<file path="config.mk">
export PLATFORM = sky130hd
export DESIGN_NAME = fifo_page_replacement
export DESIGN_NICKNAME = d
export VERILOG_FILES = /design/src/rtl/fpr_pkg.sv /design/src/rtl/fpr_divider.sv /design/src/rtl/fifo_page_replacement.sv
export SDC_FILE = /design/constraint.sdc
export NUM_CORES = 1
export LEC_CHECK = 0
export ABC_AREA = 1
export BUFFER_PORTS_ARGS = -buffer_cell sky130_fd_sc_hd__buf_4
export CAP_MARGIN = 20
export CORE_AREA = 2 2 268 270
export CTS_BUF_LIST = sky130_fd_sc_hd__clkbuf_2
export CTS_CLUSTER_DIAMETER = 100
export DETAILED_ROUTE_END_ITERATION = 12
export DIE_AREA = 0 0 270 272
export SYNTH_ARGS = -nofsm -noshare
export SYNTH_HDL_FRONTEND = slang
export SYNTH_HIERARCHICAL = 1
export SYNTH_SLANG_ARGS = --single-unit
</file>
<file path="constraint.sdc">
create_clock -name clock -period 8.15 [get_ports clock]
set_input_delay 0.4075 -clock clock [delete_from_list [all_inputs] [get_ports clock]]
set_output_delay 0.4075 -clock clock [all_outputs]
set_load 0.03 [all_outputs]
</file>
<file path="src/rtl/fpr_pkg.sv">
// ----------------------------------------------------------------------------
// FIFO page replacement package
// Shared widths, register indexes and the sequencer state type.
// ----------------------------------------------------------------------------
`default_nettype none

package fpr_pkg;

   localparam int MEM_REF_W    = 31;
   localparam int PAGE_BYTES_W = 17;
   localparam int FRAMES_W     = 5;
   localparam int COUNT_W      = 32;
   localparam int CSR_DATA_W   = 32;
   localparam int CSR_ADDR_W   = 3;
   localparam int STEP_W       = 5;

   localparam logic [FRAMES_W-1:0]     FRAMES_RESET     = 5'd16;
   localparam logic [PAGE_BYTES_W-1:0] PAGE_BYTES_RESET = 17'd4096;

   localparam logic CSR_FRAMES_IN_USE = 1'b0;
   localparam logic CSR_PAGE_BYTES    = 1'b1;

   typedef enum logic [1:0] {
      ST_IDLE,
      ST_DIVIDE,
      ST_READ,
      ST_COMPARE
   } state_type;

endpackage

`default_nettype wire

</file>
<file path="src/rtl/fpr_divider.sv">
// ----------------------------------------------------------------------------
// FIFO page replacement divider
// Restoring divider that produces one quotient bit per cycle.
// ----------------------------------------------------------------------------
`default_nettype none

module fpr_divider (
   input  wire logic                               clock,
   input  wire logic                               reset,
   input  wire logic                               start,
   input  wire logic [fpr_pkg::MEM_REF_W-1:0]      dividend,
   input  wire logic [fpr_pkg::PAGE_BYTES_W-1:0]   divisor,
   output logic                                    done,
   output logic [fpr_pkg::MEM_REF_W-1:0]           quotient
);

   localparam int QW = fpr_pkg::MEM_REF_W;
   localparam int DW = fpr_pkg::PAGE_BYTES_W;

   logic [DW-1:0]                rem_ff, rem_in;
   logic [QW-1:0]                quo_ff, quo_in;
   logic [DW-1:0]                div_ff, div_in;
   logic [fpr_pkg::STEP_W-1:0]   step_ff, step_in;
   logic                         run_ff, run_in;
   logic                         done_ff, done_in;
   logic [DW:0]                  trial;
   logic                         fits;

   always_comb begin
      trial   = {rem_ff, quo_ff[QW-1]};
      fits    = trial >= {1'b0, div_ff};
      rem_in  = rem_ff;
      quo_in  = quo_ff;
      div_in  = div_ff;
      step_in = step_ff;
      run_in  = run_ff;
      done_in = 1'b0;
      if (start) begin
         rem_in  = '0;
         quo_in  = dividend;
         div_in  = (divisor == '0) ? DW'(1) : divisor;
         step_in = '0;
         run_in  = 1'b1;
      end else if (run_ff) begin
         rem_in  = fits ? DW'(trial - {1'b0, div_ff}) : trial[DW-1:0];
         quo_in  = {quo_ff[QW-2:0], fits};
         step_in = step_ff + 1'b1;
         if (step_ff == fpr_pkg::STEP_W'(QW - 1)) begin
            run_in  = 1'b0;
            done_in = 1'b1;
         end
      end
   end

   always_ff @(posedge clock) begin
      if (reset) begin
         run_ff  <= 1'b0;
         done_ff <= 1'b0;
         step_ff <= '0;
      end else begin
         run_ff  <= run_in;
         done_ff <= done_in;
         step_ff <= step_in;
      end
      rem_ff <= rem_in;
      quo_ff <= quo_in;
      div_ff <= div_in;
   end

   assign done     = done_ff;
   assign quotient = quo_ff;

endmodule

`default_nettype wire

</file>
<file path="src/rtl/fifo_page_replacement.sv">
// ----------------------------------------------------------------------------
// FIFO page replacement unit
// Converts each memory reference to a page number and keeps a FIFO table of
// resident pages, reporting faults and a running fault count.
//
// Usage: a reference beat is taken when start is high and busy is low. The
// reference is divided by the page size in a bit-serial divider, and the
// frame table memory is then searched one frame at a time, with a registered
// read followed by a compare. A hit ends the search at its frame; a miss
// searches every frame of the ring. Busy stays high until the result cycle,
// so one reference is in flight at a time. Each result beat is shown for one
// cycle with rsp_valid high and the receiver cannot stall it. Reset empties
// the table, zeroes the fault count and restores the registers to 16 frames
// and 4096-byte pages. Writing the frame count empties the table; the user
// is bound to write the configuration port only while the unit is idle, and
// the unit itself does not enforce this.
// ----------------------------------------------------------------------------
`default_nettype none

module fifo_page_replacement #(
   parameter int MAX_FRAMES = 16
) (
   input  wire logic                                clock,
   input  wire logic                                reset,
   input  wire logic                                start,
   output logic                                     busy,
   input  wire logic [fpr_pkg::MEM_REF_W-1:0]       req_mem_ref,
   output logic                                     rsp_valid,
   output logic [fpr_pkg::MEM_REF_W-1:0]            rsp_page_num,
   output logic                                     rsp_fault,
   output logic [fpr_pkg::COUNT_W-1:0]              rsp_fault_total,
   input  wire logic                                csr_psel,
   input  wire logic                                csr_penable,
   input  wire logic                                csr_pwrite,
   input  wire logic [fpr_pkg::CSR_ADDR_W-1:0]      csr_paddr,
   input  wire logic [fpr_pkg::CSR_DATA_W-1:0]      csr_pwdata,
   output logic [fpr_pkg::CSR_DATA_W-1:0]           csr_prdata,
   output logic                                     csr_pready
);

   localparam int IDX_W = (MAX_FRAMES > 1) ? $clog2(MAX_FRAMES) : 1;
   localparam int CNT_W = $clog2(MAX_FRAMES + 1);
   localparam int PW    = fpr_pkg::MEM_REF_W;

   fpr_pkg::state_type                  state_ff, state_in;
   logic [fpr_pkg::FRAMES_W-1:0]        frames_ff;
   logic [fpr_pkg::PAGE_BYTES_W-1:0]    page_bytes_ff;
   logic [fpr_pkg::COUNT_W-1:0]         fault_count_ff;
   logic [IDX_W-1:0]                    ptr_ff;
   logic [MAX_FRAMES-1:0]               valid_ff;
   logic [IDX_W-1:0]                    idx_ff, idx_in;
   logic [PW-1:0]                       page_ff, page_in;
   logic [PW-1:0]                       frame_page [MAX_FRAMES];
   logic [PW-1:0]                       rd_data_ff;
   logic                                rsp_valid_ff, rsp_valid_in;
   logic                                rsp_fault_ff, rsp_fault_in;
   logic                                div_start;
   logic                                div_done;
   logic [PW-1:0]                       div_quotient;
   logic                                csr_write;
   logic                                miss;
   logic                                hit_now;
   logic                                last_frame;
   logic [CNT_W-1:0]                    ring_n;
   logic [IDX_W-1:0]                    slot;
   logic [CNT_W-1:0]                    slot_next;

   fpr_divider u_divider (
      .clock    (clock),
      .reset    (reset),
      .start    (div_start),
      .dividend (req_mem_ref),
      .divisor  (page_bytes_ff),
      .done     (div_done),
      .quotient (div_quotient)
   );

   assign csr_write  = csr_psel && csr_penable && csr_pwrite && csr_pready;
   assign csr_pready = 1'b1;

   always_comb begin
      unique case (csr_paddr[2])
         fpr_pkg::CSR_FRAMES_IN_USE: csr_prdata = fpr_pkg::CSR_DATA_W'(frames_ff);
         fpr_pkg::CSR_PAGE_BYTES:    csr_prdata = fpr_pkg::CSR_DATA_W'(page_bytes_ff);
         default:                    csr_prdata = '0;
      endcase
   end

   always_comb begin
      if (frames_ff == '0) begin
         ring_n = CNT_W'(1);
      end else if (32'(frames_ff) > 32'(MAX_FRAMES)) begin
         ring_n = CNT_W'(MAX_FRAMES);
      end else begin
         ring_n = CNT_W'(frames_ff);
      end
      slot      = (CNT_W'(ptr_ff) < ring_n) ? ptr_ff : '0;
      slot_next = CNT_W'(slot) + CNT_W'(1);
   end

   assign hit_now    = valid_ff[idx_ff] && (rd_data_ff == page_ff);
   assign last_frame = (CNT_W'(idx_ff) + CNT_W'(1)) == ring_n;

   always_comb begin
      state_in     = state_ff;
      idx_in       = idx_ff;
      page_in      = page_ff;
      div_start    = 1'b0;
      miss         = 1'b0;
      rsp_valid_in = 1'b0;
      rsp_fault_in = 1'b0;
      unique case (state_ff)
         fpr_pkg::ST_IDLE: begin
            if (start) begin
               div_start = 1'b1;
               state_in  = fpr_pkg::ST_DIVIDE;
            end
         end
         fpr_pkg::ST_DIVIDE: begin
            if (div_done) begin
               page_in  = div_quotient;
               idx_in   = '0;
               state_in = fpr_pkg::ST_READ;
            end
         end
         fpr_pkg::ST_READ: begin
            state_in = fpr_pkg::ST_COMPARE;
         end
         fpr_pkg::ST_COMPARE: begin
            priority if (hit_now) begin
               rsp_valid_in = 1'b1;
               state_in     = fpr_pkg::ST_IDLE;
            end else if (last_frame) begin
               miss         = 1'b1;
               rsp_valid_in = 1'b1;
               rsp_fault_in = 1'b1;
               state_in     = fpr_pkg::ST_IDLE;
            end else begin
               idx_in   = idx_ff + 1'b1;
               state_in = fpr_pkg::ST_READ;
            end
         end
         default: begin
            state_in = fpr_pkg::ST_IDLE;
         end
      endcase
   end

   always_ff @(posedge clock) begin
      if (reset) begin
         state_ff       <= fpr_pkg::ST_IDLE;
         frames_ff      <= fpr_pkg::FRAMES_RESET;
         page_bytes_ff  <= fpr_pkg::PAGE_BYTES_RESET;
         fault_count_ff <= '0;
         ptr_ff         <= '0;
         valid_ff       <= '0;
         rsp_valid_ff   <= 1'b0;
      end else begin
         state_ff     <= state_in;
         rsp_valid_ff <= rsp_valid_in;
         priority if (csr_write && (csr_paddr[2] == fpr_pkg::CSR_FRAMES_IN_USE)) begin
            frames_ff <= csr_pwdata[fpr_pkg::FRAMES_W-1:0];
            valid_ff  <= '0;
            ptr_ff    <= '0;
         end else if (csr_write && (csr_paddr[2] == fpr_pkg::CSR_PAGE_BYTES)) begin
            page_bytes_ff <= csr_pwdata[fpr_pkg::PAGE_BYTES_W-1:0];
         end else if (miss) begin
            fault_count_ff <= fault_count_ff + 1'b1;
            valid_ff[slot] <= 1'b1;
            ptr_ff         <= (slot_next >= ring_n) ? '0 : IDX_W'(slot_next);
         end
      end
      idx_ff       <= idx_in;
      page_ff      <= page_in;
      rsp_fault_ff <= rsp_fault_in;
   end

   always_ff @(posedge clock) begin
      if (miss) begin
         frame_page[slot] <= page_ff;
      end
      rd_data_ff <= frame_page[idx_ff];
   end

   assign busy            = (state_ff != fpr_pkg::ST_IDLE);
   assign rsp_valid       = rsp_valid_ff;
   assign rsp_page_num    = page_ff;
   assign rsp_fault       = rsp_fault_ff;
   assign rsp_fault_total = fault_count_ff;

`ifndef SYNTHESIS
   a_rsp_after_compare: assert property (@(posedge clock) disable iff (reset)
      rsp_valid_ff |-> $past(state_ff) == fpr_pkg::ST_COMPARE)
      else $error("result beat without a compare step");

   a_ptr_in_ring: assert property (@(posedge clock) disable iff (reset)
      CNT_W'(ptr_ff) < ring_n)
      else $error("insert pointer outside the ring");

   a_fault_counts: assert property (@(posedge clock) disable iff (reset)
      rsp_valid_ff && rsp_fault_ff |-> fault_count_ff == $past(fault_count_ff) + 1'b1)
      else $error("fault beat without a fault count increment");

   a_idle_after_rsp: assert property (@(posedge clock) disable iff (reset)
      rsp_valid_ff |-> state_ff == fpr_pkg::ST_IDLE)
      else $error("unit busy during its result beat");
`endif

endmodule

`default_nettype wire
</file>
==> reports/summary.txt, run 1 <==
Outcome -> completed
Period utilisation layout -> 60.1%
Share of layout cells above drive strength 1 -> 16.9%
Distinct cell type count after synthesis -> 48
Synthesized-area fraction occupied by adder cells -> 1.44%
CP arrival -> 5860 ps
Clk sinks -> 712
Drt wl/cell -> 18.6 um
DRC -> 0
Antenna Nets Post-Route -> 0
Mux contribution to synthesized area -> 0%
Die H -> 272 um
Initial Util -> 42.6%
Area Growth Syn to Fin -> 16.9%
CP Capture Type -> flop
Drt total wl -> 78600 um
Worst Skew -> 129 ps
Antenna violations before repair -> 6
Critical path type -> reg -> reg
Worst Hold Class -> in -> reg
Chip Width -> 270 um
Most common cell after layout, fill and taps aside -> nand2_1
Slew HR -> 28.4%
First-pass GRT wire length -> 122000 um
Critical Path RT -> 9110 ps
Synth area leader -> edfxtp_1
Synth Area in XOR/XNOR -> 1.98%
YS warnings -> 6
Startpoint types -> flop
PD cells -> 215 mW/mm2
Largest net degree at the start of global routing -> 95
Iter 0 DRT Violations -> 1693
Tmin final -> 4900 ps
Hold buffers post-CTS -> 144
RSZ-0062 raised after global routing -> false
Post CTS Setup Buffer Count -> 0
Routability congestion estimate from global placement -> 0.899
Measured slew at the worst slew-check pin -> 1070 ps
CTS resizes -> 0
Die ar. -> 0.0734 mm2
CTS max path bufs -> 3
Static Leakage -> 13.4 nW
Worst reg-to-reg setup slack -> 3250 ps
GRT overflow -> 0
IO Count -> 171
Final Instance Count excl. Fillers -> 4229
Final Hold Viols -> 0
Setup TNS -> 0 ps
Clock slew at reported path FFs -> 100 ps
Global Route Usage Sum -> 21.4%
Setup violations, final -> 0
Vias post-DR -> 22000
Post-Synth Simple-Gate Area -> 16.5%
Synth Cell Area -> 0.0301 mm2
CTS buffer count -> 179
VDD IR max -> 0.167 mV
Port bufs -> 137
Seq cells post-synth -> 712
Fill cell count -> 6416
CP Max Fanout -> 70
Synth Instances -> 2779
Fmax -> 0.204 GHz
Most frequent cells in the layout -> nand2_1 (610), edfxtp_1 (579), clkbuf_2 (287)
Max Slew Vio Count -> 0
Synthesized area per cell -> 10.8 um2
Vias in the first global route -> 21900
Placed cell count -> 3748
Via density per instance -> 5.19
HPWL after detailed placement -> 43400 um
CTS tree -> done
Sequential area share after synthesis -> 66.6%
Synth area leaders -> edfxtp_1 (58%), dfxtp_1 (8.8%), nand2_1 (7.6%)
Core region area -> 0.0708 mm2
Area of the multi-input gates -> 0.00881 mm2
CTS HTree Levels -> 4
Drt first pass iters -> 5
Util after Layout -> 49.8%
Storage cell area -> 0.0200 mm2
Root Driver -> clkbuf_2
Skew-Pair Late Insertion Delay -> 1410 ps
Largest family of logic cells by synthesized area -> simple AND/OR/NAND/NOR gates
Max-Cap Viols -> 0
Total Nets Final -> 3229
Row cnt -> 98
Compound-cell area share of the yosys netlist -> 8.67%
Yosys top cell area share -> 57.7%
flip-flops by register name (all words and copies together) (netlist names):
register / count
frame_page: 496
frames_ff: 5
idx_ff: 4
page_bytes_ff: 17
ptr_ff: 4
rd_data_ff: 31
rsp_fault: 1
rsp_fault_total: 32
rsp_page_num: 31
rsp_valid: 1
state_ff: 2
u_divider/div_ff: 17
u_divider/done: 1
u_divider/quotient: 31
u_divider/rem_ff: 17
u_divider/run_ff: 1
u_divider/step_ff: 5
valid_ff: 16
cells by family after synthesis:
family / after synthesis
xor+xnor: 68
simple gates: 1157
buf+inv: 345
fa+ha+maj: 34
other cells: 2
flops: 712
compound gates: 461
routing by layer:
metal  GRT usage (%)  part of all wire, %
met1            26.8                   42
met5               0                0.052
met4            8.07                  2.5
met3            4.99                  6.6
met2            36.1                   49
cell type report:
type | count | share of cell area [%]
Antenna cell | 5 | 0.0355
Clock buffer | 287 | 4.08
Clock inverter | 45 | 0.753
Inverter | 174 | 1.87
Multi-Input combinational cell | 1736 | 25.0
Sequential cell | 712 | 56.9
Tap cell | 950 | 3.38
Timing Repair Buffer | 320 | 7.93
cells in the mapped netlist, drive strengths merged:
master,n
dfxtp,133
xor2,27
conb,2
nor4,5
buf,55
or2,1
and3,1
nand4,40
o211ai,2
nor3b,2
o21a,1
o221ai,27
xnor2,41
a21o,1
nor2,270
nor3,27
nand2,625
fa,1
o21bai,6
clkbuf,116
o21ai,208
o22ai,36
edfxtp,579
clkinv,2
a21oi,143
a31oi,2
inv,172
nand3b,4
a31o,1
nand3,182
a221oi,34
ha,33
worst max-delay path: stages, from the launching register on:
cell and delay, ps:
edfxtp_1 380, buf_4 730, inv_2 30, buf_4 430, o211ai_1 240, nand3_1 100, nand2_1 70, nand2_1 80
nand3_2 150, nand2_2 90, nor2_4 80, buf_4 480, nand2_1 410, nor2_4 710, buf_4 450
final timing paths:
check,from,to,cells past startpoint
setup / recovery,idx_ff[1],frame_page[14][0],14
hold / removal,csr_psel,rsp_fault_total[23],6
setup reg to reg,idx_ff[1],frame_page[14][0],14
hold reg to reg,u_divider/quotient[23],rsp_page_num[23],0
report_power, final:
part	total, mW	switching, mW	internal (mW)
logic	1.07	0.682	0.390
clock network	2.45	1.46	0.982
registers	4.07	0.0671	4.00
total	7.58	2.21	5.37
through the flow:
| stage | hold WS, ps | cell area (um2) | setup slack, ps | power (mW) |
|---|---|---|---|---|
| floorplan | 421 | 30200 | 2810 | 4.95 |
| global placement | 436 | 32000 | 3400 | 5.13 |
| detailed placement | 436 | 32100 | 3300 | 5.15 |
| CTS | 14.0 | 35200 | 3190 | 7.66 |
| global route | 123 | 35200 | 2910 | 7.98 |
| finish | 223 | 35200 | 3250 | 7.58 |
(Power assumes the default switching activity.)
==> inputs of run 2 (changes only) <==
Clock period 8.15 ns to 4.8 ns, I/O delays scaled along.
==> reports/summary.txt, run 2 (synthesis results as in run 1) <==
Outcome -> completed
Share of layout cells above drive strength 1 -> 16.7% (-0.17 points)
CP cell instances -> dlygate4sd3_1 > buf_4 > dlygate4sd3_1 > nand3_1 > dlygate4sd3_1 > dlygate4sd3_1 > buf_4 > nor2_1 > inv_1 > buf_4 > nor2_1 > dlygate4sd3_1 > nor2_1 > dlygate4sd3_1
Iter 0 DRT Violations -> 1701 (+0.47%)
GRT overflow -> 0 (unchanged)
VDD IR max -> 0.246 mV (+47%)
Skew-Pair Late Insertion Delay -> 1380 ps (-30 ps)
CP peak stage delay -> 690 ps (-40 ps)
Final instance area -> 0.0356 mm2 (+1.0%)
Hold path start -> csr_pwdata[5]
GR Layer Usage met3 -> 4.75% (-0.24 points)
Worst path slowest cell -> nor2_1
Slew HR -> 18.9% (-9.5 points)
Dpl ws -> 1070 ps (-2230 ps)
Drt first pass iters -> 5 (unchanged)
Worst Hold Class -> in -> reg
Max reg flops -> 496 (unchanged)
Chip Width -> 270 um (unchanged)
Core region area -> 0.0708 mm2 (unchanged)
Max Slew Vio Count -> 0 (unchanged)
Antenna violations before repair -> 4 (-2)
Setup crit start -> csr_penable
Largest net degree at the start of global routing -> 249 (+160%)
CTS tree -> done
Final worst setup slack -> 832 ps (-2420 ps)
Reg with most FFs -> frame_page
Total Nets Final -> 3247 (+0.56%)
Global Route Usage Sum -> 22.1% (+0.74 points)
Area Growth Syn to Fin -> 18.1%
Clock slew at reported path FFs -> 100 ps (about the same)
GR Util met2 -> 37.2% (+1.1 points)
CP most frequent cell -> dlygate4sd3_1
HPWL after detailed placement -> 43800 um (+1.1%)
Measured slew at the worst slew-check pin -> 1220 ps (+142 ps)
Post CTS Setup Buffer Count -> 0 (unchanged)
Fmax -> 0.252 GHz
IO Count -> 171 (unchanged)
DRC -> 0 (unchanged)
Antenna Nets Post-Route -> 0 (unchanged)
Max-Cap Viols -> 0 (unchanged)
CTS buffer count -> 181 (+1.1%)
Period utilisation layout -> 82.7%
Startpoint types -> input pin
Worst Skew -> 110 ps (-19.2 ps)
Dpl cell area -> 0.0322 mm2 (+0.39%)
Grt met1 use -> 27.8% (+1.0 points)
Root Driver -> clkbuf_2
Initial Util -> 42.6% (unchanged)
Gr busiest metal -> met2
Critical Path RT -> 6040 ps (-3070 ps)
Final Hold Viols -> 0 (unchanged)
Drt total wl -> 81800 um (+4.1%)
PD cells -> 366 mW/mm2 (+70%)
Port bufs -> 137 (unchanged)
CP arrival -> 5210 ps (-650 ps)
Clk sinks -> 712 (unchanged)
Most common cell after layout, fill and taps aside -> nand2_1
Via density per instance -> 5.24 (+0.95%)
Row cnt -> 98 (unchanged)
Tmin final -> 3970 ps
CP Max Fanout -> 38 (-46%)
Vias post-DR -> 22300 (+1.3%)
Static Leakage -> 13.6 nW (+1.2%)
Die ar. -> 0.0734 mm2 (unchanged)
CP Capture Type -> flop
Final Instance Count excl. Fillers -> 4245 (+0.38%)
Drt wl/cell -> 19.3 um (+3.7%)
Die H -> 272 um (unchanged)
Placed cell count -> 3748 (unchanged)
Most frequent cells in the layout -> nand2_1 (610), edfxtp_1 (579), clkbuf_2 (276)
RSZ-0062 raised after global routing -> false
First-pass GRT wire length -> 126000 um (+3.3%)
Setup TNS -> 0 ps (unchanged)
R2r startpoint -> idx_ff[0]
Setup violations, final -> 0 (unchanged)
Critical path type -> in -> reg
CTS HTree Levels -> 4 (unchanged)
Vias in the first global route -> 22200 (+1.4%)
CTS max path bufs -> 3 (unchanged)
Routability congestion estimate from global placement -> 0.858 (-4.6%)
run 2: metal layers:
layer,wire length [um],part of all wire (%)
met4,2280,2.8
met5,24,0.029
met1,34100,42
met3,5440,6.7
met2,40000,49
run 2: final cells by class:
class | instances | area, um2
Fill cell | 6350 | 35200
Tap cell | 950 | 1190
Antenna cell | 5 | 12.5
Timing Repair Buffer | 336 | 3080
Sequential cell | 712 | 20000
Clock inverter | 56 | 385
Clock buffer | 276 | 1380
Multi-Input combinational cell | 1736 | 8820
Inverter | 174 | 658
run 2: path summary, 6_finish.rpt:
check / endpoint / slack, ps / cells after the start
setup / recovery: page_bytes_ff[15] / 830 / 14
hold / removal: page_bytes_ff[5] / 260 / 5
setup reg to reg: frame_page[12][27] / 1050 / 12
hold reg to reg: rsp_page_num[17] / 450 / 0
run 2: repair_timing:
action	in CTS	in global routing
endpoints found under the hold margin	126	0
resized for setup	0	0
hold buffers	160	0
run 2: stage by stage:
stage	power (mW)	utilization, %	hold WS [ps]
floorplan	8.40	-	309
global placement	8.74	45.5	435
detailed placement	8.75	45.5	434
CTS	13.2	50.3	54.4
global route	13.7	50.3	163
finish	13.0	50.3	261
run 2: worst max-delay path: cells and delay by family:
kind                   cells  cell delay [ps]
buffers and inverters     10             4010
AND/OR/NAND/NOR            4              960
run 2: report_power, final:
group          total, mW  leakage, nW  switching [mW]  internal [mW]
registers           6.90         6.33           0.113           6.79
clock network       4.30         1.34            2.49           1.82
logic               1.83         5.89            1.17          0.666
total               13.0         13.6            3.77           9.27
